==> src/bfgt_pkg.sv <==
package bfgt_pkg;

  localparam int unsigned COORD_W    = 32;
  localparam int unsigned EXT_W      = COORD_W + 1;
  localparam int unsigned CELL_W     = 8;
  localparam int unsigned GRID_W     = CELL_W + 1;
  // grid position <= 2^CELL_W, so |g * extent| < 2^(COORD_W + CELL_W)
  localparam int unsigned NUM_W      = EXT_W + CELL_W;
  localparam int unsigned DIV_W      = NUM_W - 1;
  localparam int unsigned DIV_STEPS  = 8;
  localparam int unsigned DIV_STAGES = DIV_W / DIV_STEPS;
  localparam int unsigned N_LANES    = 4;
  // two front stages, the divider, one point stage
  localparam int unsigned PIPE_DEPTH = DIV_STAGES + 3;
  localparam int unsigned CFG_IDX_W  = 3;

  localparam int unsigned GRID_MAX_W = 16;
  localparam logic [GRID_MAX_W-1:0] GRID_MAX = 16'd255;

  localparam logic [2:0] FACE_NEG_X = 3'd0;
  localparam logic [2:0] FACE_POS_X = 3'd1;
  localparam logic [2:0] FACE_NEG_Y = 3'd2;
  localparam logic [2:0] FACE_POS_Y = 3'd3;
  localparam logic [2:0] FACE_NEG_Z = 3'd4;
  localparam logic [2:0] FACE_POS_Z = 3'd5;

  localparam logic [2:0] SLOT_FIRST    = 3'd0;
  localparam logic [2:0] SLOT_NEAR     = 3'd1;
  localparam logic [2:0] SLOT_FAR      = 3'd2;
  localparam logic [2:0] SLOT_FAR_DUP  = 3'd3;
  localparam logic [2:0] SLOT_NEAR_DUP = 3'd4;
  localparam logic [2:0] SLOT_LAST     = 3'd5;

  typedef enum logic [1:0] {AXIS_X, AXIS_Y, AXIS_Z} axis_e;
  typedef enum logic [1:0] {LANE_U0, LANE_U1, LANE_V0, LANE_V1} lane_e;
  typedef enum logic [1:0] {PT_A, PT_B, PT_C, PT_D} point_e;
  typedef enum logic [CFG_IDX_W-1:0] {
    REG_MIN_X, REG_MIN_Y, REG_MIN_Z, REG_MAX_X, REG_MAX_Y, REG_MAX_Z, REG_CCW
  } reg_e;

  typedef logic [2:0][COORD_W-1:0] vec3_t;

  typedef struct packed {
    vec3_t box_min;
    vec3_t box_max;
    logic  ccw_front;
  } cfg_t;

  typedef struct packed {
    logic [2:0] face;
    logic       flip;
    logic       zero_u;
    logic       zero_v;
  } item_ctl_t;

  // one lane of the restoring divider: dq holds the unused dividend bits
  // on top and the quotient bits shifted in from below
  typedef struct packed {
    logic              neg;
    logic [CELL_W-1:0] den;
    logic [CELL_W-1:0] rem;
    logic [DIV_W-1:0]  dq;
  } div_lane_t;

  typedef div_lane_t [N_LANES-1:0] lane_vec_t;

  function automatic axis_e u_axis(input logic [2:0] face);
    axis_e ax;
    unique case (face)
      FACE_NEG_Y, FACE_POS_Y, FACE_NEG_Z, FACE_POS_Z: ax = AXIS_X;
      default:                                        ax = AXIS_Y;
    endcase
    return ax;
  endfunction

  function automatic axis_e v_axis(input logic [2:0] face);
    axis_e ax;
    unique case (face)
      FACE_NEG_Z, FACE_POS_Z: ax = AXIS_Y;
      default:                ax = AXIS_Z;
    endcase
    return ax;
  endfunction

  function automatic axis_e fixed_axis(input logic [2:0] face);
    axis_e ax;
    unique case (face)
      FACE_NEG_Y, FACE_POS_Y: ax = AXIS_Y;
      FACE_NEG_Z, FACE_POS_Z: ax = AXIS_Z;
      default:                ax = AXIS_X;
    endcase
    return ax;
  endfunction

  function automatic logic fixed_is_max(input logic [2:0] face);
    return (face == FACE_POS_X) || (face == FACE_POS_Y) || (face == FACE_POS_Z);
  endfunction

  function automatic logic base_flip(input logic [2:0] face);
    return (face == FACE_POS_X) || (face == FACE_NEG_Y) || (face == FACE_POS_Z);
  endfunction

endpackage

==> src/bfgt_div_stage.sv <==
module bfgt_div_stage (
  input  logic                 clk_i,
  input  logic                 adv_i,
  input  bfgt_pkg::lane_vec_t  lanes_i,
  input  bfgt_pkg::item_ctl_t  ctl_i,
  output bfgt_pkg::lane_vec_t  lanes_o,
  output bfgt_pkg::item_ctl_t  ctl_o
);

  localparam int unsigned CW = bfgt_pkg::CELL_W;
  localparam int unsigned DW = bfgt_pkg::DIV_W;

  // one restoring step: bring down the next dividend bit, subtract if it fits
  function automatic bfgt_pkg::div_lane_t div_step(input bfgt_pkg::div_lane_t l);
    bfgt_pkg::div_lane_t r;
    logic [CW:0]         trial;
    trial = {l.rem, l.dq[DW-1]};
    r     = l;
    if (trial >= {1'b0, l.den}) begin
      r.rem = CW'(trial - {1'b0, l.den});
      r.dq  = {l.dq[DW-2:0], 1'b1};
    end else begin
      r.rem = trial[CW-1:0];
      r.dq  = {l.dq[DW-2:0], 1'b0};
    end
    return r;
  endfunction

  bfgt_pkg::lane_vec_t lanes_d, lanes_q;
  bfgt_pkg::item_ctl_t ctl_q;

  always_comb begin
    lanes_d = lanes_i;
    for (int k = 0; k < bfgt_pkg::N_LANES; k++) begin
      for (int s = 0; s < bfgt_pkg::DIV_STEPS; s++) begin
        lanes_d[k] = div_step(lanes_d[k]);
      end
    end
  end

  always_ff @(posedge clk_i) begin
    if (adv_i) begin
      lanes_q <= lanes_d;
      ctl_q   <= ctl_i;
    end
  end

  assign lanes_o = lanes_q;
  assign ctl_o   = ctl_q;

endmodule

==> config.mk <==
export PLATFORM = sky130hd
export DESIGN_NAME = bfgt_div_stage
export DESIGN_NICKNAME = d
export VERILOG_FILES = /design/src/bfgt_pkg.sv /design/src/bfgt_div_stage.sv
export SDC_FILE = /design/constraint.sdc
export NUM_CORES = 1
export LEC_CHECK = 0
export BUFFER_PORTS_ARGS = -buffer_cell sky130_fd_sc_hd__buf_2
export CAP_MARGIN = 30
export CORE_MARGIN = 1.5
export CORE_UTILIZATION = 55
export DETAILED_ROUTE_END_ITERATION = 16
export GPL_ROUTABILITY_DRIVEN = 0
export PLACE_DENSITY = 0.8
export SLEW_MARGIN = 20
export SYNTH_ARGS = -nofsm -noshare
export SYNTH_HDL_FRONTEND = slang
export SYNTH_SLANG_ARGS = --single-unit
==> constraint.sdc <==
create_clock -name clk_i -period 29 [get_ports clk_i]
set_input_delay 4.35 -clock clk_i [delete_from_list [all_inputs] [get_ports clk_i]]
set_output_delay 4.35 -clock clk_i [all_outputs]
set_load 0.1 [all_outputs]
==> reports/results.txt <==
Result of the run - complete, no violations
Met2 track utilization from global routing - 55.3%
Top post-synthesis cells by area - sky130_fd_sc_hd__edfxtp_1 (33%), sky130_fd_sc_hd__ha_1 (15%), sky130_fd_sc_hd__mux2_2 (4.1%)
Path class of the lowest-slack min-delay path - input port to flop
Unrepaired setup endpoints after global routing - false
Most common cell after layout, fill and taps aside - sky130_fd_sc_hd__buf_2
Area taken by flip-flops and latches - 7030 um2
Clock-pin transition on the worst setup and hold timing paths - 60 ps
Pin count of the biggest net entering global routing - 97
Most Crowded Layer GR - met2
Combined global-route utilization of all metal layers - 33.4%
Number of antenna violations at the first check in global routing - 14
Global Route met3 Usage - 6.12%
Die width - 200 um
Overall routed net length - 69.7 mm
Clock buffer count from CTS - 27
Number of hold-repair buffers added at the cts stage - 0
Final cell count without fillers - 3271
Drc violations - 0
Total congestion overflow after global routing - 0
Share of synthesized registers carrying an async set or reset - 0%
Part of the Yosys area used for sequential elements - 32.8%
Level count of the clock H-tree - 1
Required time of the critical path - 29320 ps
Netlist area before placement - 21500 um2
EDFF count, synth - 234
Area occupied by multi-input gates - 13500 um2
Main synth FF type - sky130_fd_sc_hd__edfxtp_1
Worst path slowest cell - sky130_fd_sc_hd__a211oi_1
Via count - 20000
Placed cell count - 3207
Tmin final - 26030 ps
CP Launch Type - input port
Worst Tran Pin Value - 917 ps
Met1 Usage GRT - 41.5%
Number of iterations in the first detailed-routing pass - 6
Crit-path max FO - 15
Max Clock Freq - 38.4 MHz
Delay of the slowest critical-path stage - 690 ps
Path type of the worst setup path - input port to flop
Post-synth net total - 2759
Per-cell via count in the routed design - 6.12
Layout area overhead - 18.3%
Biggest area consumer among synthesized cells - sky130_fd_sc_hd__edfxtp_1
Portion of synthesized cell area occupied by the leading cell type - 32.8%
Commonest non-fill, non-tap cells in the layout - sky130_fd_sc_hd__buf_2 (469), sky130_fd_sc_hd__ha_1 (256), sky130_fd_sc_hd__edfxtp_1 (234)
Final-layout fill cell count - 3089
Total of buffers placed on input and output ports - 469
TritonCTS clock tree - done
Post-CTS Repair Setup Buffers - 0
Clock net sink count - 234
Number of register bits inferred by synthesis - 234
Die extent in y - 200 um
Total of max-cap violations - 0
CTS Buffer Depth - 3
Worst slack on hold paths - 3950 ps
Setup total negative slack - 0 ps
Library cell appearing most often on the critical path - sky130_fd_sc_hd__o21ai_0
Final hold violation count - 0
Via count of the first global-routing pass - 19500
Slew headroom - 38.8%
Kind of capture point of the worst setup path - flop
Slew Viols, Final - 0
Placed wire-length estimate after detailed placement - 54.5 mm
Number of distinct library cells after synthesis - 89
Floorplan die area - 40200 um2
Top Family by Delay on Critical Path - compound AO/OA/AOI/OAI gates
Count of final setup violators - 0
Area of the placeable core - 38600 um2
Fraction of the cycle the final worst path needs - 89.8%
Mean cell area of the mapped netlist - 9.60 um2
Wire length of the first global-routing pass - 107 mm
Data arrival time of the critical path - 26350 ps
Syn. warnings - 0
Starting utilization of the core area - 55.6%
DR WL/cell - 21.3 um
Initial DRC count - 1757
I/O Pins - 470
Number of placement rows - 72
Post-synthesis instance total - 2235
Total Nets Final - 3244
Fraction of final layout cells sized beyond drive strength 1 - 23.5%
Post-CTS sizing - 0
Buf+Inv Stages, Crit Path - 12
Number of nets with antenna violations after detailed routing - 0
Root buffer cell - sky130_fd_sc_hd__clkbuf_16
-- registers in the layout, indices dropped and copies added (netlist names) --
name and count:
ctl_o 6, lanes_o 228
-- cell families (layout without fill, tap and decap cells) --
logic type	Yosys count	count (layout)	synth area share, %
DFF	234	234	32.8
and+or+nand+nor	596	596	13.8
adders and majority gates	288	288	17.9
buffers and inverters	239	745	4.29
AOI/OAI and AO/OA	596	596	18.3
muxes	140	140	7.12
other	0	12	0
xor gates and xnor gates	142	142	5.80
-- final cells by class --
| type | instances | area share [%] |
|---|---|---|
| well taps | 518 | 2.55 |
| flip-flops and latches | 234 | 27.7 |
| clock inverters | 21 | 1.03 |
| multi-input cells | 1762 | 53.2 |
| repair buffers | 476 | 9.47 |
| inverters | 219 | 3.25 |
| diodes | 12 | 0.118 |
| clock buffers | 29 | 2.69 |
-- stage by stage --
stage                     area (um2)  setup slack [ps]  utilization, %
after floorplan                21500              5820               -
after global placement         24400              3290            63.3
after detailed placement       24400              2160            63.3
after CTS                      25300              2740            65.7
after global routing           25400               819            65.8
final                          25400              2970            65.8
-- synthesized netlist by cell type, drive strengths merged (32+ instances only) --
| master | instances |
|---|---|
| edfxtp | 234 |
| a21o | 43 |
| mux2i | 59 |
| a21oi | 137 |
| mux2 | 81 |
| o21ai | 168 |
| xor2 | 51 |
| inv | 219 |
| nor2 | 161 |
| nand2b | 50 |
| nand3 | 48 |
| o211ai | 32 |
| ha | 256 |
| nor3 | 39 |
| o21a | 42 |
| nor2b | 53 |
| xnor2 | 91 |
| fa | 32 |
| nand4 | 36 |
| nand2 | 125 |
-- worst paths after layout --
check	from	end	cells after the start
hold / removal	lanes_i[76]	lanes_o[84]	1
setup / recovery	lanes_i[111]	lanes_o[101]	92
-- routing by layer --
layer | routed length [um] | part of all wire (%)
met3 | 5950 | 8.5
met5 | 32 | 0.046
met2 | 32600 | 47
met1 | 27100 | 39
met4 | 3970 | 5.7
Power is not shown: default switching activity piles up to over one toggle a cycle in this logic, so the estimate is an artifact.
