`src/bfgt_pkg.sv`:
```
package bfgt_pkg;

  localparam int unsigned COORD_W    = 32;
  localparam int unsigned EXT_W      = COORD_W + 1;
  localparam int unsigned CELL_W     = 8;
  localparam int unsigned GRID_W     = CELL_W + 1;
  // grid position <= 2^CELL_W, so |g * extent| < 2^(COORD_W + CELL_W)
  localparam int unsigned NUM_W      = EXT_W + CELL_W;
  localparam int unsigned DIV_W      = NUM_W - 1;
  localparam int unsigned DIV_STEPS  = 8;
  localparam int unsigned DIV_STAGES = DIV_W / DIV_STEPS;
  localparam int unsigned N_LANES    = 4;
  // two front stages, the divider, one point stage
  localparam int unsigned PIPE_DEPTH = DIV_STAGES + 3;
  localparam int unsigned CFG_IDX_W  = 3;

  localparam int unsigned GRID_MAX_W = 16;
  localparam logic [GRID_MAX_W-1:0] GRID_MAX = 16'd255;

  localparam logic [2:0] FACE_NEG_X = 3'd0;
  localparam logic [2:0] FACE_POS_X = 3'd1;
  localparam logic [2:0] FACE_NEG_Y = 3'd2;
  localparam logic [2:0] FACE_POS_Y = 3'd3;
  localparam logic [2:0] FACE_NEG_Z = 3'd4;
  localparam logic [2:0] FACE_POS_Z = 3'd5;

  localparam logic [2:0] SLOT_FIRST    = 3'd0;
  localparam logic [2:0] SLOT_NEAR     = 3'd1;
  localparam logic [2:0] SLOT_FAR      = 3'd2;
  localparam logic [2:0] SLOT_FAR_DUP  = 3'd3;
  localparam logic [2:0] SLOT_NEAR_DUP = 3'd4;
  localparam logic [2:0] SLOT_LAST     = 3'd5;

  typedef enum logic [1:0] {AXIS_X, AXIS_Y, AXIS_Z} axis_e;
  typedef enum logic [1:0] {LANE_U0, LANE_U1, LANE_V0, LANE_V1} lane_e;
  typedef enum logic [1:0] {PT_A, PT_B, PT_C, PT_D} point_e;
  typedef enum logic [CFG_IDX_W-1:0] {
    REG_MIN_X, REG_MIN_Y, REG_MIN_Z, REG_MAX_X, REG_MAX_Y, REG_MAX_Z, REG_CCW
  } reg_e;

  typedef logic [2:0][COORD_W-1:0] vec3_t;

  typedef struct packed {
    vec3_t box_min;
    vec3_t box_max;
    logic  ccw_front;
  } cfg_t;

  typedef struct packed {
    logic [2:0] face;
    logic       flip;
    logic       zero_u;
    logic       zero_v;
  } item_ctl_t;

  // one lane of the restoring divider: dq holds the unused dividend bits
  // on top and the quotient bits shifted in from below
  typedef struct packed {
    logic              neg;
    logic [CELL_W-1:0] den;
    logic [CELL_W-1:0] rem;
    logic [DIV_W-1:0]  dq;
  } div_lane_t;

  typedef div_lane_t [N_LANES-1:0] lane_vec_t;

  function automatic axis_e u_axis(input logic [2:0] face);
    axis_e ax;
    unique case (face)
      FACE_NEG_Y, FACE_POS_Y, FACE_NEG_Z, FACE_POS_Z: ax = AXIS_X;
      default:                                        ax = AXIS_Y;
    endcase
    return ax;
  endfunction

  function automatic axis_e v_axis(input logic [2:0] face);
    axis_e ax;
    unique case (face)
      FACE_NEG_Z, FACE_POS_Z: ax = AXIS_Y;
      default:                ax = AXIS_Z;
    endcase
    return ax;
  endfunction

  function automatic axis_e fixed_axis(input logic [2:0] face);
    axis_e ax;
    unique case (face)
      FACE_NEG_Y, FACE_POS_Y: ax = AXIS_Y;
      FACE_NEG_Z, FACE_POS_Z: ax = AXIS_Z;
      default:                ax = AXIS_X;
    endcase
    return ax;
  endfunction

  function automatic logic fixed_is_max(input logic [2:0] face);
    return (face == FACE_POS_X) || (face == FACE_POS_Y) || (face == FACE_POS_Z);
  endfunction

  function automatic logic base_flip(input logic [2:0] face);
    return (face == FACE_POS_X) || (face == FACE_NEG_Y) || (face == FACE_POS_Z);
  endfunction

endpackage

```
`src/bfgt_front.sv`:
```
module bfgt_front (
  input  logic                         clk_i,
  input  logic                         adv_i,
  input  bfgt_pkg::cfg_t               cfg_i,
  input  logic [2:0]                   face_i,
  input  logic [bfgt_pkg::CELL_W-1:0]  cell_u_i,
  input  logic [bfgt_pkg::CELL_W-1:0]  cell_v_i,
  input  logic [bfgt_pkg::CELL_W-1:0]  count_u_i,
  input  logic [bfgt_pkg::CELL_W-1:0]  count_v_i,
  output bfgt_pkg::item_ctl_t          ctl_o,
  output bfgt_pkg::lane_vec_t          lanes_o
);

  localparam int unsigned CW = bfgt_pkg::CELL_W;
  localparam int unsigned OW = bfgt_pkg::COORD_W;
  localparam int unsigned EW = bfgt_pkg::EXT_W;
  localparam int unsigned GW = bfgt_pkg::GRID_W;
  localparam int unsigned NW = bfgt_pkg::NUM_W;
  localparam int unsigned DW = bfgt_pkg::DIV_W;
  localparam int unsigned NL = bfgt_pkg::N_LANES;
  localparam int unsigned MW = bfgt_pkg::GRID_MAX_W;

  function automatic logic [CW-1:0] sat_count(input logic [CW-1:0] n);
    logic [CW-1:0] r;
    r = n;
    if (MW'(n) > bfgt_pkg::GRID_MAX) r = bfgt_pkg::GRID_MAX[CW-1:0];
    return r;
  endfunction

  // stage 1: axis select, extents, grid positions, counts
  bfgt_pkg::item_ctl_t        ctl1_d, ctl1_q;
  logic signed [EW-1:0]       ext_u_d, ext_u_q, ext_v_d, ext_v_q;
  logic [NL-1:0][GW-1:0]      g_d, g_q;
  logic [CW-1:0]              den_u_d, den_u_q, den_v_d, den_v_q;
  bfgt_pkg::axis_e            ax_u, ax_v;
  logic [OW-1:0]              lo_u, hi_u, lo_v, hi_v;

  always_comb begin
    ax_u = bfgt_pkg::u_axis(face_i);
    ax_v = bfgt_pkg::v_axis(face_i);
    lo_u = cfg_i.box_min[ax_u];
    hi_u = cfg_i.box_max[ax_u];
    lo_v = cfg_i.box_min[ax_v];
    hi_v = cfg_i.box_max[ax_v];
    ext_u_d = $signed({hi_u[OW-1], hi_u}) - $signed({lo_u[OW-1], lo_u});
    ext_v_d = $signed({hi_v[OW-1], hi_v}) - $signed({lo_v[OW-1], lo_v});
    g_d[bfgt_pkg::LANE_U0] = {1'b0, cell_u_i};
    g_d[bfgt_pkg::LANE_U1] = {1'b0, cell_u_i} + GW'(1);
    g_d[bfgt_pkg::LANE_V0] = {1'b0, cell_v_i};
    g_d[bfgt_pkg::LANE_V1] = {1'b0, cell_v_i} + GW'(1);
    den_u_d = sat_count(count_u_i);
    den_v_d = sat_count(count_v_i);
    ctl1_d.face   = face_i;
    ctl1_d.flip   = bfgt_pkg::base_flip(face_i) ^ cfg_i.ccw_front;
    ctl1_d.zero_u = (count_u_i == '0);
    ctl1_d.zero_v = (count_v_i == '0);
  end

  always_ff @(posedge clk_i) begin
    if (adv_i) begin
      ctl1_q  <= ctl1_d;
      ext_u_q <= ext_u_d;
      ext_v_q <= ext_v_d;
      g_q     <= g_d;
      den_u_q <= den_u_d;
      den_v_q <= den_v_d;
    end
  end

  // stage 2: g * extent per lane
  bfgt_pkg::item_ctl_t        ctl2_q;
  logic [NL-1:0][NW-1:0]      num_d, num_q;
  logic [NL-1:0][CW-1:0]      den_d, den_q;

  always_comb begin
    logic signed [EW+GW-1:0] prod;
    logic signed [EW-1:0]    ext_sel;
    for (int k = 0; k < NL; k++) begin
      if (k == bfgt_pkg::LANE_U0 || k == bfgt_pkg::LANE_U1) begin
        ext_sel  = ext_u_q;
        den_d[k] = den_u_q;
      end else begin
        ext_sel  = ext_v_q;
        den_d[k] = den_v_q;
      end
      prod     = ext_sel * $signed({1'b0, g_q[k]});
      num_d[k] = prod[NW-1:0];
    end
  end

  always_ff @(posedge clk_i) begin
    if (adv_i) begin
      ctl2_q <= ctl1_q;
      num_q  <= num_d;
      den_q  <= den_d;
    end
  end

  // floor(n/d) for n < 0 is ~(~n / d), so the divider only sees magnitudes
  always_comb begin
    for (int k = 0; k < NL; k++) begin
      lanes_o[k].neg = num_q[k][NW-1];
      lanes_o[k].den = den_q[k];
      lanes_o[k].rem = '0;
      lanes_o[k].dq  = num_q[k][NW-1] ? ~num_q[k][DW-1:0] : num_q[k][DW-1:0];
    end
  end

  assign ctl_o = ctl2_q;

endmodule

```
`config.mk`:
```
export PLATFORM = sky130hd
export DESIGN_NAME = bfgt_front
export DESIGN_NICKNAME = d
export VERILOG_FILES = /design/src/bfgt_pkg.sv /design/src/bfgt_front.sv
export SDC_FILE = /design/constraint.sdc
export NUM_CORES = 2
export LEC_CHECK = 0
export BUFFER_PORTS_ARGS = -buffer_cell sky130_fd_sc_hd__buf_2
export CAP_MARGIN = 15
export CORE_MARGIN = 5
export CORE_UTILIZATION = 55
export CTS_CLUSTER_DIAMETER = 150
export DETAILED_ROUTE_END_ITERATION = 10
export GPL_TIMING_DRIVEN = 0
export PLACE_DENSITY = 0.76
export SLEW_MARGIN = 20
export SYNTH_ARGS = -nofsm -noshare
export SYNTH_HDL_FRONTEND = slang
export SYNTH_SLANG_ARGS = --single-unit
```
`constraint.sdc`:
```
create_clock -name clk_i -period 6.1 [get_ports clk_i]
set_clock_uncertainty 0.1 [all_clocks]
set_input_delay 1.22 -clock clk_i [delete_from_list [all_inputs] [get_ports clk_i]]
set_output_delay 1.22 -clock clk_i [all_outputs]
set_load 0.05 [all_outputs]
```
==> impl_metrics.toml <==
[run_status]
status = "complete, but fails checks"
violations = "negative setup slack"

[yosys]
synthFlopType = "edfxtp_1"
synth_top_area_share_pct = 33.0
synth-edff-count = 308
seq_area_frac_synth_pct = 17.5
synth_top_area_cell = "fa_1"
syn_area_um2 = 53000
syn_area_per_cell_um2 = 9.64
yosysWarnings = 0
netlist_instances = 5500
synth-seq-cells = 308
synthDistinctLibCells = 78
async_flop_share_pct = 0
synth.area.top_cells = "fa_1 33%, edfxtp_1 17%, ha_1 9.4%"

[cells_and_area]
fillers = 7450
area_delta_synth_final_pct = 17.2
drive_gt1_share_pct = 19.1
final_nets = 7722
fin_util_pct = 65.2
mostFrequentLayoutCells = "1048 x inv_1, 857 x fa_1, 628 x and2_1"
mostFrequentLayoutCell = "inv_1"
stdcell_area_um2 = 62100

[placed_design]
hpwl_um = 128000
gp_congestion = 1.06
dp_slack_ns = -1.19
placed_cell_area_um2 = 56900
port_buffers = 431

[clock_network]
clock_latency_ns = 0.62
path_clk_slew_ns = 0.06
cts_hold_buf = 0
cts_tree = "yes"
ctsRootBufferMaster = "clkbuf_16"
cts_sinks = 308
cts_buffer_depth = 3
numCtsBuffers = 39
htreeDepth = 2

[timing]
grt_setup_unrepaired = "true"
setup_viol = 7
slew_viol_final = 0
fin_crit_ns = 6.37
fin_crit_sh_pct = 104
worst_pin_slew_ns = 1.07
maxSlewHeadroom_pct = 28.5
final-hold-violation-count = 0
setup_tns_ns = -0.820
fmax_ghz = 0.157
worst_slack_ns = -0.273

[routing]
drc = 0
highest_layer = "met5"
drt-pass1-iter-count = 5
wl_met2_um = 72500
ant_nets = 0
routedWlPerCell_um = 21.5
routed_wl_um = 162000
drt-initial-drc-count = 3448
viasPerCell = 5.55
wl_met3_um = 18800
wirelength_met1_um = 62800
vias = 41700

[global_route]
grt_pass1_wl_um = 248000
grt_max_degree = 110
grt_remaining_overflow = 0
grt_pass1_vias = 43500
antenna_found_initial = 30
grt_usage_pct = 31.2

[floorplanning]
rows = 113
core-area_um2 = 95300
pin_count = 464
die_area_um2 = 103000
die_w_um = 320
die_h_um = 320
start_util_pct = 55.6

[min_path]
hold_class = "register to register"
worstHoldStart = "den_u_q[7]$_DFFE_PP_"
hold_end = "lanes_o[112]$_DFFE_PP_"
hold_depth = 0

[critical_path]
crit_path_end_kind = "register"
cp_common_cell = "fa_1"
critPathKind = "register to register"
critPathLaunchType = "register"
slowest_stage = "edfxtp_1"
r2r_cells = 24
crit_path_max_incr_delay_ns = 0.52
crit_fanout = 5
worstPathArrival_ns = 6.61
required_ns = 6.34
r2r_start = "g_q[11]$_DFFE_PP_"
ff2ff_setup_slack_ns = -0.27
rr_endpoint = "num_q[79]$_DFFE_PP_"
worstPathCellList = "buf_12 > buf_12 > buf_6 > nand2_1 > fa_1 > inv_1 > fa_1 > fa_2 > fa_1 > inv_1 > fa_1 > inv_1 > ha_2 > a21o_1 > a21oi_2 > o21bai_1 > o21bai_2 > o211ai_1 > buf_4 > nor3_4 > o41a_1 > a41o_1 > o41ai_2 > xnor2_1"

[flow_run]
cap_violations = 0
==> critical path: cells and delay by family (launching register included) <==
kind | cells | cell delay, ns
adder cells (fa/ha/maj) | 6 | 2.70
AO/OA/AOI/OAI | 8 | 1.81
buffers and inverters | 7 | 0.73
flip-flops | 1 | 0.52
AND/OR/NAND/NOR | 2 | 0.11
XOR/XNOR | 1 | 0.10
==> cells in the mapped netlist, drive strengths merged, types with 4 or more instances <==
| cell type | instances |
|---|---|
| a2111oi | 4 |
| a211o | 7 |
| a211oi | 23 |
| a21boi | 9 |
| a21o | 80 |
| a21oi | 180 |
| a221oi | 4 |
| a311oi | 4 |
| a31o | 7 |
| a31oi | 14 |
| and2 | 628 |
| and3 | 15 |
| buf | 69 |
| clkbuf | 193 |
| edfxtp | 308 |
| fa | 874 |
| ha | 400 |
| inv | 1068 |
| mux2 | 66 |
| mux2i | 64 |
| nand2 | 585 |
| nand2b | 25 |
| nand3 | 41 |
| nand4 | 13 |
| nor2 | 126 |
| nor2b | 22 |
| nor3 | 25 |
| nor4 | 9 |
| o2111ai | 5 |
| o211a | 4 |
| o211ai | 10 |
| o21a | 31 |
| o21ai | 94 |
| o21bai | 23 |
| o22ai | 5 |
| o31ai | 11 |
| o41ai | 5 |
| or2 | 8 |
| or3 | 10 |
| or4 | 9 |
| xnor2 | 174 |
| xor2 | 217 |
==> state kept, by name, indices dropped and copies added, names as in the netlist <==
register and flops:
ctl_o 6, num_q 160, g_q 34, ext_u_q 33
ctl1_q 6, lanes_o 20, den_v_q 8, ext_v_q 33
den_u_q 8
==> cell families after synthesis <==
group	Yosys count	synth area share, %
AND/OR/NAND/NOR	1526	14.6
buffers and inverters	1330	9.80
adder cells (fa/ha/maj)	1274	42.5
AO/OA/AOI/OAI	540	6.62
XOR/XNOR	391	6.46
flip-flops	308	17.5
multiplexers	130	2.61
other	1	0.00708
==> layer usage <==
| metal | up-vias | track usage, % |
|---|---|---|
| met1 | 20600 | 41.2 |
| met3 | 464 | 9.69 |
| li1 | 18500 | - |
| met4 | 24 | 12.1 |
| met2 | 2230 | 48.7 |
| met5 | - | 0 |
==> layout make-up <==
| cell class | instances | area, um2 | area share [%] |
|---|---|---|---|
| clock inverters | 25 | 308 | 0.496 |
| flip-flops and latches | 308 | 9250 | 14.9 |
| plain buffers | 259 | 1880 | 3.02 |
| clock buffers | 44 | 995 | 1.60 |
| multi-input cells | 3893 | 39900 | 64.3 |
| diodes | 12 | 30.0 | 0.0484 |
| repair buffers | 649 | 4110 | 6.62 |
| well taps | 1265 | 1580 | 2.55 |
| inverters | 1068 | 4010 | 6.46 |
==> metrics by stage <==
stage | instances | hold slack [ns]
3_5_place_dp | 7230 | 0.305
4_1_cts | 7423 | 0.316
6_report | 7523 | 0.314
5_1_grt | 7514 | 0.328
3_3_place_gp | 7227 | 0.301
2_1_floorplan | 5531 | 0.300
==> how the worst max path moves through the flow <==
stage | start | to | slack, ns | cells past startpoint
after floorplan | ext_u_q[7]$_DFFE_PP_ | num_q[79]$_DFFE_PP_ | 0.06 | 22
after global placement | g_q[11]$_DFFE_PP_ | lanes_o[113]$_DFFE_PP_ | -1.13 | 22
after detailed placement | g_q[11]$_DFFE_PP_ | num_q[79]$_DFFE_PP_ | -1.19 | 22
after CTS | g_q[11]$_DFFE_PP_ | num_q[79]$_DFFE_PP_ | -0.30 | 23
after global routing | g_q[10]$_DFFE_PP_ | num_q[79]$_DFFE_PP_ | -0.37 | 21
final | g_q[11]$_DFFE_PP_ | num_q[79]$_DFFE_PP_ | -0.27 | 24
==> timing repair <==
item / 4_1_cts / 5_1_grt
buffers inserted: 122 / 91
pin swaps: 36 / 122
gates resized for setup: 345 / 309
endpoints found under the setup margin: 72 / 52
cloned: 2 / 0
Power is left out: the tool's default activity adds up to more than one toggle a clock period on the data nets, which glitch-free logic cannot reach.
