**config.mk**
```make
export PLATFORM = sky130hd
export DESIGN_NAME = bfgt_cfg_regs
export DESIGN_NICKNAME = d
export VERILOG_FILES = /design/src/bfgt_pkg.sv /design/src/bfgt_cfg_regs.sv
export SDC_FILE = /design/constraint.sdc
export NUM_CORES = 1
export LEC_CHECK = 0
export ABC_AREA = 0
export BUFFER_PORTS_ARGS = -buffer_cell sky130_fd_sc_hd__buf_4
export CORE_MARGIN = 1.5
export CORE_UTILIZATION = 46
export CTS_CLUSTER_DIAMETER = 40
export CTS_CLUSTER_SIZE = 24
export DETAILED_ROUTE_END_ITERATION = 10
export PLACE_DENSITY_LB_ADDON = 0.2
export SETUP_SLACK_MARGIN = 0.05
export SYNTH_ARGS = -nofsm -noshare
export SYNTH_HDL_FRONTEND = slang
export SYNTH_SLANG_ARGS = --single-unit
```
**constraint.sdc**
```tcl
create_clock -name clk_i -period 0.8 [get_ports clk_i]
set_input_delay 0.16 -clock clk_i [delete_from_list [all_inputs] [get_ports clk_i]]
set_output_delay 0.16 -clock clk_i [all_outputs]
set_load 0.1 [all_outputs]
```
**src/bfgt_pkg.sv**
```systemverilog
package bfgt_pkg;

  localparam int unsigned COORD_W    = 32;
  localparam int unsigned EXT_W      = COORD_W + 1;
  localparam int unsigned CELL_W     = 8;
  localparam int unsigned GRID_W     = CELL_W + 1;
  // grid position <= 2^CELL_W, so |g * extent| < 2^(COORD_W + CELL_W)
  localparam int unsigned NUM_W      = EXT_W + CELL_W;
  localparam int unsigned DIV_W      = NUM_W - 1;
  localparam int unsigned DIV_STEPS  = 8;
  localparam int unsigned DIV_STAGES = DIV_W / DIV_STEPS;
  localparam int unsigned N_LANES    = 4;
  // two front stages, the divider, one point stage
  localparam int unsigned PIPE_DEPTH = DIV_STAGES + 3;
  localparam int unsigned CFG_IDX_W  = 3;

  localparam int unsigned GRID_MAX_W = 16;
  localparam logic [GRID_MAX_W-1:0] GRID_MAX = 16'd255;

  localparam logic [2:0] FACE_NEG_X = 3'd0;
  localparam logic [2:0] FACE_POS_X = 3'd1;
  localparam logic [2:0] FACE_NEG_Y = 3'd2;
  localparam logic [2:0] FACE_POS_Y = 3'd3;
  localparam logic [2:0] FACE_NEG_Z = 3'd4;
  localparam logic [2:0] FACE_POS_Z = 3'd5;

  localparam logic [2:0] SLOT_FIRST    = 3'd0;
  localparam logic [2:0] SLOT_NEAR     = 3'd1;
  localparam logic [2:0] SLOT_FAR      = 3'd2;
  localparam logic [2:0] SLOT_FAR_DUP  = 3'd3;
  localparam logic [2:0] SLOT_NEAR_DUP = 3'd4;
  localparam logic [2:0] SLOT_LAST     = 3'd5;

  typedef enum logic [1:0] {AXIS_X, AXIS_Y, AXIS_Z} axis_e;
  typedef enum logic [1:0] {LANE_U0, LANE_U1, LANE_V0, LANE_V1} lane_e;
  typedef enum logic [1:0] {PT_A, PT_B, PT_C, PT_D} point_e;
  typedef enum logic [CFG_IDX_W-1:0] {
    REG_MIN_X, REG_MIN_Y, REG_MIN_Z, REG_MAX_X, REG_MAX_Y, REG_MAX_Z, REG_CCW
  } reg_e;

  typedef logic [2:0][COORD_W-1:0] vec3_t;

  typedef struct packed {
    vec3_t box_min;
    vec3_t box_max;
    logic  ccw_front;
  } cfg_t;

  typedef struct packed {
    logic [2:0] face;
    logic       flip;
    logic       zero_u;
    logic       zero_v;
  } item_ctl_t;

  // one lane of the restoring divider: dq holds the unused dividend bits
  // on top and the quotient bits shifted in from below
  typedef struct packed {
    logic              neg;
    logic [CELL_W-1:0] den;
    logic [CELL_W-1:0] rem;
    logic [DIV_W-1:0]  dq;
  } div_lane_t;

  typedef div_lane_t [N_LANES-1:0] lane_vec_t;

  function automatic axis_e u_axis(input logic [2:0] face);
    axis_e ax;
    unique case (face)
      FACE_NEG_Y, FACE_POS_Y, FACE_NEG_Z, FACE_POS_Z: ax = AXIS_X;
      default:                                        ax = AXIS_Y;
    endcase
    return ax;
  endfunction

  function automatic axis_e v_axis(input logic [2:0] face);
    axis_e ax;
    unique case (face)
      FACE_NEG_Z, FACE_POS_Z: ax = AXIS_Y;
      default:                ax = AXIS_Z;
    endcase
    return ax;
  endfunction

  function automatic axis_e fixed_axis(input logic [2:0] face);
    axis_e ax;
    unique case (face)
      FACE_NEG_Y, FACE_POS_Y: ax = AXIS_Y;
      FACE_NEG_Z, FACE_POS_Z: ax = AXIS_Z;
      default:                ax = AXIS_X;
    endcase
    return ax;
  endfunction

  function automatic logic fixed_is_max(input logic [2:0] face);
    return (face == FACE_POS_X) || (face == FACE_POS_Y) || (face == FACE_POS_Z);
  endfunction

  function automatic logic base_flip(input logic [2:0] face);
    return (face == FACE_POS_X) || (face == FACE_NEG_Y) || (face == FACE_POS_Z);
  endfunction

endpackage

```
**src/bfgt_cfg_regs.sv**
```systemverilog
module bfgt_cfg_regs (
  input  logic                              clk_i,
  input  logic                              rst_ni,
  input  logic                              cfg_valid_i,
  input  logic [bfgt_pkg::CFG_IDX_W-1:0]    cfg_index_i,
  input  logic [bfgt_pkg::COORD_W-1:0]      cfg_data_i,
  output bfgt_pkg::cfg_t                    cfg_o
);

  bfgt_pkg::cfg_t cfg_q;

  always_ff @(posedge clk_i or negedge rst_ni) begin
    if (!rst_ni) begin
      cfg_q <= '0;
    end else if (cfg_valid_i) begin
      unique case (cfg_index_i)
        bfgt_pkg::REG_MIN_X: cfg_q.box_min[bfgt_pkg::AXIS_X] <= cfg_data_i;
        bfgt_pkg::REG_MIN_Y: cfg_q.box_min[bfgt_pkg::AXIS_Y] <= cfg_data_i;
        bfgt_pkg::REG_MIN_Z: cfg_q.box_min[bfgt_pkg::AXIS_Z] <= cfg_data_i;
        bfgt_pkg::REG_MAX_X: cfg_q.box_max[bfgt_pkg::AXIS_X] <= cfg_data_i;
        bfgt_pkg::REG_MAX_Y: cfg_q.box_max[bfgt_pkg::AXIS_Y] <= cfg_data_i;
        bfgt_pkg::REG_MAX_Z: cfg_q.box_max[bfgt_pkg::AXIS_Z] <= cfg_data_i;
        bfgt_pkg::REG_CCW:   cfg_q.ccw_front <= cfg_data_i[0];
        default: ;  // unmapped index, write dropped
      endcase
    end
  end

  assign cfg_o = cfg_q;

endmodule

```
==> results.yml, run 1 <==
synth:
  yosysWarnings: 0
  synthTopCellsByArea: "dfrtp_1 66%, mux2_2 16%, mux2_1 14%"
  yosys_register_bits: 193
  yosys.area.top_type: "dfrtp_1"
  syn_area_um2: 7300
  synth_nets: 453
  ys_seq_area_share_pct: 66.1
  synth_cell_types: 9
  synth.avg_cell_area_um2: 17.6
  yosysTopAreaCellShare_pct: 66.1
  synthCells: 415
outcome:
  status: "stopped before the end"
  failing_step: "4_1_cts"
  tool.error: "[ERROR DPL-0033] detailed placement checks failed during check placement."
floorplanning:
  io_pins: 231
  num_rows: 45
  dieWidth_um: 129
  start_util_pct: 47.5
  dieHeight_um: 129
clock_tree:
  post_cts_resized: 683
  clockBufferDepth: 2
  cts_htree_levels: 4
  postCtsHoldBufs: 1
  post_cts_buffers: 41
  numCtsBuffers: 17
  clock-sinks: 193
  cts_root_buf: "clkbuf_16"
place:
  dpl.hpwl_um: 12900
  port_buffers: 230
  gp_congestion: 0.778
  place_area_um2: 10600
stage by stage:
step	utilization [%]	setup WS (ns)	hold WS (ns)	setup TNS, ns	cells
detailed placement	69.1	-0.697	0.0578	-126.96	856
global placement	69.1	-0.656	0.0585	-120.74	856
floorplan	-	-0.526	-0.136	-81.99	415
cells in the mapped netlist, drive strengths merged:
library cell	n
buf	22
mux2	193
dfrtp	193
nor4bb	3
nor4b	1
nand4b	3
logic make-up after synthesis:
logic type             Yosys count  synth area share, %
muxes                          193                 29.8
DFF                            193                 66.1
buffers and inverters           22                 3.00
and+or+nand+nor                  7                 1.10
==> inputs of run 2 (changes only) <==
--- a/config.mk
+++ b/config.mk
@@ -8,12 +8,9 @@
 export ABC_AREA = 0
 export BUFFER_PORTS_ARGS = -buffer_cell sky130_fd_sc_hd__buf_4
 export CORE_MARGIN = 1.5
-export CORE_UTILIZATION = 46
-export CTS_CLUSTER_DIAMETER = 40
-export CTS_CLUSTER_SIZE = 24
+export CORE_UTILIZATION = 40
 export DETAILED_ROUTE_END_ITERATION = 10
-export PLACE_DENSITY_LB_ADDON = 0.2
-export SETUP_SLACK_MARGIN = 0.05
+export PLACE_DENSITY_LB_ADDON = 0.15
 export SYNTH_ARGS = -nofsm -noshare
 export SYNTH_HDL_FRONTEND = slang
 export SYNTH_SLANG_ARGS = --single-unit
==> constraint.sdc (replaced) <==
create_clock -name clk_i -period 1.05 [get_ports clk_i]
set_input_delay 0.21 -clock clk_i [delete_from_list [all_inputs] [get_ports clk_i]]
set_output_delay 0.21 -clock clk_i [all_outputs]
set_load 0.1 [all_outputs]
==> results.yml, run 2 <==
outcome:
  status: "finished with violations"
  violations: "negative setup slack"
grt:
  grt_overflow_total: 0
  grt_max_degree: 37
  grt_pass1_vias: 5332
  grt_pass1_wl_um: 32700
  antenna_found_initial: 0
  track_usage_pct: 22.2
layout:
  largest_register_ffs: 193
  utilization_pct: 76.5
  final_common_cell: "buf_12"
  drive_gt1_share_pct: 98.0
  final_nets: 771
  most-common-layout-cells: "190 x buf_12, 183 x dfrtp_2, 140 x mux2_4, 93 x buf_4, 52 x mux2_2"
  area_growth_pct: 87.5
  n_antenna_cell: 0
drt:
  firstDrtPassIters: 4
  num_vias: 4833
  detailroute.wirelength.met3_um: 992
  topRoutingLayerUsed: "met4"
  route.layer.met1.wl_um: 9010
  wire_per_inst_um: 22.2
  drtAntennaViolNets: 0
  vias_per_cell: 4.96
  wl_met2_um: 11300
  drc: 0
  wirelength_um: 21700
  drt-initial-drc-count: 155
worst_setup_path:
  worst_path_max_delay_cell: "dfrtp_1"
  cpPeakStageDelay_ns: 0.42
  critical_path.cell_chain: "buf_12"
  cp-start-kind: "flip-flop"
  cp_top_family: "flip-flops"
  path_buf_inv: 1
  crit_required_ns: 0.84
  crit_path_end_kind: "output port"
  crit_fanout: 2
  cp.arrival_ns: 1.06
  critPathKind: "reg2out"
floorplanning:
  io_pins: 231
  die_area_um2: 19100
  start_util_pct: 40.8
  num_rows: 49
  core_um2: 17900
  dieHeight_um: 138
  dieWidth_um: 138
sta:
  clock-skew-final_ns: 0
  finalHoldViolCount: 0
  timing.fmax_mhz: 790
  fin_crit_sh_pct: 121
  maxSlewViolCount: 0
  period_minus_slack_ns: 1.27
  finalSetupTns_ns: -37.04
  worst_pin_slew_ns: 0.336
  whs_ns: 0.0558
  setup_viol_count_final: 193
  relSlewSlack_pct: 77.6
  finalWorstSetupSlack_ns: -0.215
  rsz0062_at_grt: "true"
clock_tree:
  cts_tree: "done"
  numCtsBuffers: 17
  clock-sinks: 193
  cts_htree_levels: 4
  clk_pin_slew_worst_paths_ns: 0.07
  insertion_delay_ns: 0.42
  clockBufferDepth: 2
  cts_root_buf: "clkbuf_16"
place:
  dpl_worst_slack_ns: -0.471
  gp_congestion: 0.757
  dpl.hpwl_um: 13300
  port_buffers: 230
power_and_ir_drop:
  power_mw: 40.7
  leakage_nw: 6.15
  p_per_area_nw_per_um2: 2970
  irDropWorstVdd_mv: 2.00
synth:
  synth_nets: 453
  ys_top_cells_by_count: "193 x dfrtp_1, 101 x mux2_2, 92 x mux2_1"
  ys_seq_area_share_pct: 66.1
  synth_edf_count: 0
  synth.most_common_cell: "dfrtp_1"
  async_flop_share_pct: 100
  synthCells: 415
  yosys_register_bits: 193
  yosysTopAreaCellShare_pct: 66.1
  synth.avg_cell_area_um2: 17.6
  syn_area_um2: 7300
  synth_top_flop_cell: "dfrtp_1"
  yosysWarnings: 0
  yosys.area.top_type: "dfrtp_1"
  synthTopCellsByArea: "dfrtp_1 66%, mux2_2 16%, mux2_1 14%"
  synth_cell_types: 9
run:
  maxCapViolations: 0
hold_path:
  hold_class: "in2reg"
run 2: cell counts after synthesis:
Identical to the previous run, type by type.
run 2: power breakdown:
group	total, mW	switching (mW)	internal (mW)
logic	23.0	14.3	8.72
clock network	6.37	3.00	3.37
registers	11.3	1.93	9.39
total	40.7	19.2	21.5
run 2: cell families (layout without fill, tap and decap cells):
kind of cell  after synthesis  count (layout)  synth area share [%]
simple gates                7               7                  1.10
buf+inv                    22             353                  3.00
flops                     193             193                  66.1
mux                       193             193                  29.8
run 2: worst reg2reg max path, stage by stage (launching register included):
cell	delay [ns]
dfrtp_1	0.42
buf_4	0.15
buf_4	0.12
mux2_4	0.26
run 2: area by class of cell:
type                       instances  area, um^2
clock buffer                      18         439
clock inverter                    14         129
fill                             996        4210
multi-input combinational        200        2820
sequential                       193        5060
tap                              229         287
timing repair buffer             321        4960
run 2: worst paths after layout:
path | startpoint | endpoint | slack, ns | cells after the start
min | cfg_data_i[25] | cfg_o[154]$_DFFE_PN0P_ | 0.06 | 2
max | cfg_o[118]$_DFFE_PN0P_ | cfg_o[118] | -0.22 | 1
max in group asynchronous | rst_ni | cfg_o[62]$_DFFE_PN0P_ | 0.27 | 3
min reg2reg | cfg_o[6]$_DFFE_PN0P_ | cfg_o[6]$_DFFE_PN0P_ | 0.53 | 1
min in group asynchronous | rst_ni | cfg_o[45]$_DFFE_PN0P_ | 0.22 | 2
max reg2reg | cfg_o[123]$_DFFE_PN0P_ | cfg_o[123]$_DFFE_PN0P_ | 0 | 3
run 2: layer usage:
layer | track usage, % | up-vias
li1 | - | 2099
met1 | 28.7 | 2573
met2 | 37.2 | 140
met3 | 5.92 | 21
met4 | 6.37 | 0
met5 | 0 | -
run 2: what timing repair did:
item / 4_1_cts / 5_1_grt
hold buffers: 1 / 0
resized for setup: 473 / 91
setup endpoints to repair: 198 / 271
endpoints found under the hold margin: 168 / 0
pin swaps: 0 / 3
cloned: 0 / 3
setup buffers: 33 / 27
run 2: metrics by stage:
stage                     instances  instance area [um^2]
after global placement          881                 10300
after CTS                       947                 13100
final                           975                 13700
after floorplan                 415                  8110
after detailed placement        881                 10300
after global routing            975                 13700
No activity file was read; power rests on OpenSTA's default activity.
==> inputs of run 3 (changes only) <==
--- a/config.mk
+++ b/config.mk
@@ -9,6 +9,7 @@
 export BUFFER_PORTS_ARGS = -buffer_cell sky130_fd_sc_hd__buf_4
 export CORE_MARGIN = 1.5
 export CORE_UTILIZATION = 40
+export CTS_BUF_LIST = sky130_fd_sc_hd__clkbuf_4 sky130_fd_sc_hd__clkbuf_8 sky130_fd_sc_hd__clkbuf_16
 export DETAILED_ROUTE_END_ITERATION = 10
 export PLACE_DENSITY_LB_ADDON = 0.15
 export SYNTH_ARGS = -nofsm -noshare
==> constraint.sdc (replaced) <==
create_clock -name clk_i -period 1.23 [get_ports clk_i]
set_input_delay 0.246 -clock clk_i [delete_from_list [all_inputs] [get_ports clk_i]]
set_output_delay 0.246 -clock clk_i [all_outputs]
set_load 0.1 [all_outputs]
==> results.yml, run 3 (synthesized netlist as in run 2, its figures left out) <==
sta:
  timing.fmax_mhz: 753
  period_minus_slack_ns: 1.33
  rsz0062_at_grt: "true"
  setup_viol_count_final: 193
  fin_crit_sh_pct: 108
  clock-skew-final_ns: 0
  finalHoldViolCount: 0
  maxSlewViolCount: 0
  finalWorstSetupSlack_ns: -0.0981
  worst_pin_slew_ns: 0.389
  relSlewSlack_pct: 74.0
place:
  port_buffers: 230
  dpl.hpwl_um: 12700
  place_area_um2: 10000
  dpl_worst_slack_ns: -0.336
  gp_congestion: 0.736
drt:
  route.layer.met1.wl_um: 8770
  wl_met2_um: 10900
  drtAntennaViolNets: 0
  vias_per_cell: 4.87
  num_vias: 4859
  wirelength_um: 21200
  firstDrtPassIters: 4
  topRoutingLayerUsed: "met4"
  wire_per_inst_um: 21.2
  drt-initial-drc-count: 109
  drc: 0
  detailroute.wirelength.met3_um: 1200
power_and_ir_drop:
  p_per_area_nw_per_um2: 2560
  leakage_nw: 6.21
  irDropWorstVdd_mv: 1.78
grt:
  grt_overflow_total: 0
  track_usage_pct: 21.8
  grt_pass1_wl_um: 32400
  grt_max_degree: 37
  antenna_found_initial: 0
  grt_pass1_vias: 5436
clock_tree:
  cts_root_buf: "clkbuf_16"
  numCtsBuffers: 17
  clockBufferDepth: 2
  clock-sinks: 193
  cts_htree_levels: 4
  cts_tree: "done"
  insertion_delay_ns: 0.42
  clk_pin_slew_worst_paths_ns: 0.08
outcome:
  status: "finished with violations"
  violations: "negative setup slack"
worst_setup_path:
  cp.arrival_ns: 1.08
  worst_path_max_delay_cell: "dfrtp_1"
  crit_fanout: 2
  crit_required_ns: 0.98
  r2r_cells: 3
  cp-start-kind: "flip-flop"
  critPathKind: "reg2out"
  path_depth: 1
  startpoint: "cfg_o[122]$_DFFE_PN0P_"
  critical_path.cell_chain: "buf_12"
  crit_path_end_kind: "output port"
  r2r-start: "cfg_o[158]$_DFFE_PN0P_"
  cp_top_family: "flip-flops"
  cpPeakStageDelay_ns: 0.45
  path_buf_inv: 1
layout:
  largest_register_ffs: 193
  fin_area_um2: 13600
  n_fill_cell: 1004
  final_nets: 794
  final_common_cell: "buf_12"
  utilization_pct: 75.9
  most-common-layout-cells: "199 x buf_12, 134 x buf_4, 122 x dfrtp_1, 105 x mux2_4, 87 x mux2_2"
  n_antenna_cell: 0
  drive_gt1_share_pct: 83.5
  area_growth_pct: 86.0
floorplanning:
  dieWidth_um: 138
  dieHeight_um: 138
  core_um2: 17900
  io_pins: 231
  num_rows: 49
  die_area_um2: 19100
  start_util_pct: 40.8
run:
  maxCapViolations: 0
hold_path:
  hold_class: "in2reg"
  min_from: "cfg_data_i[9]"
  worstHoldPathCells: 2
[run 3: changes by cell type in the layout (fill, tap and decap cells not counted), moves of 24 or more]
cell / change
dfrtp_1: +112
dfrtp_2: -112
buf_4: +41
mux2_2: +35
mux2_4: -35
buf_6: -24
[run 3: cell type report]
class	count	area (um^2)	area share [%]
multi-input cells	200	2690	19.8
clock inverters	13	129	0.949
well taps	229	287	2.11
repair buffers	344	5110	37.7
flip-flops and latches	193	4920	36.2
clock buffers	19	440	3.24
[run 3: metrics by stage]
stage          instances  setup TNS [ns]  total power, mW  hold WS, ns
5_1_grt              998          -14.22             35.7       0.0869
4_1_cts              967          -10.56             33.8       0.0765
2_1_floorplan        415          -15.67             20.8      -0.0496
3_3_place_gp         881          -45.66             24.1        0.164
6_report             998           -8.09             34.8       0.0972
3_5_place_dp         881          -50.14             24.2        0.163
[run 3: worst paths after layout]
kind / endpoint / slack [ns]
hold / removal: cfg_o[42]$_DFFE_PN0P_ / 0.1
setup reg to reg: cfg_o[158]$_DFFE_PN0P_ / 0.17
hold reg to reg: cfg_o[74]$_DFFE_PN0P_ / 0.53
max in group asynchronous: cfg_o[22]$_DFFE_PN0P_ / 0.33
min in group asynchronous: cfg_o[23]$_DFFE_PN0P_ / 0.28
setup / recovery: cfg_o[122] / -0.1
[run 3: what timing repair did]
action	in CTS	in global routing
hold buffers	1	0
buffers inserted	53	31
gates resized for setup	482	79
endpoints found under the setup margin	193	193
hold endpoints to repair	19	0
[run 3: layer usage]
metal | vias to the layer above | track usage (%)
li1 | 2149 | -
met1 | 2548 | 28.3
met2 | 146 | 35.9
met3 | 16 | 6.41
met4 | 0 | 5.71
met5 | - | 0
[run 3: power breakdown]
| part | internal [mW] | total [mW] | switching [mW] | leakage, nW |
|---|---|---|---|---|
| combinational | 7.57 | 19.9 | 12.3 | 3.70 |
| sequential | 7.85 | 9.47 | 1.62 | 2.24 |
| clock | 2.88 | 5.43 | 2.55 | 0.270 |
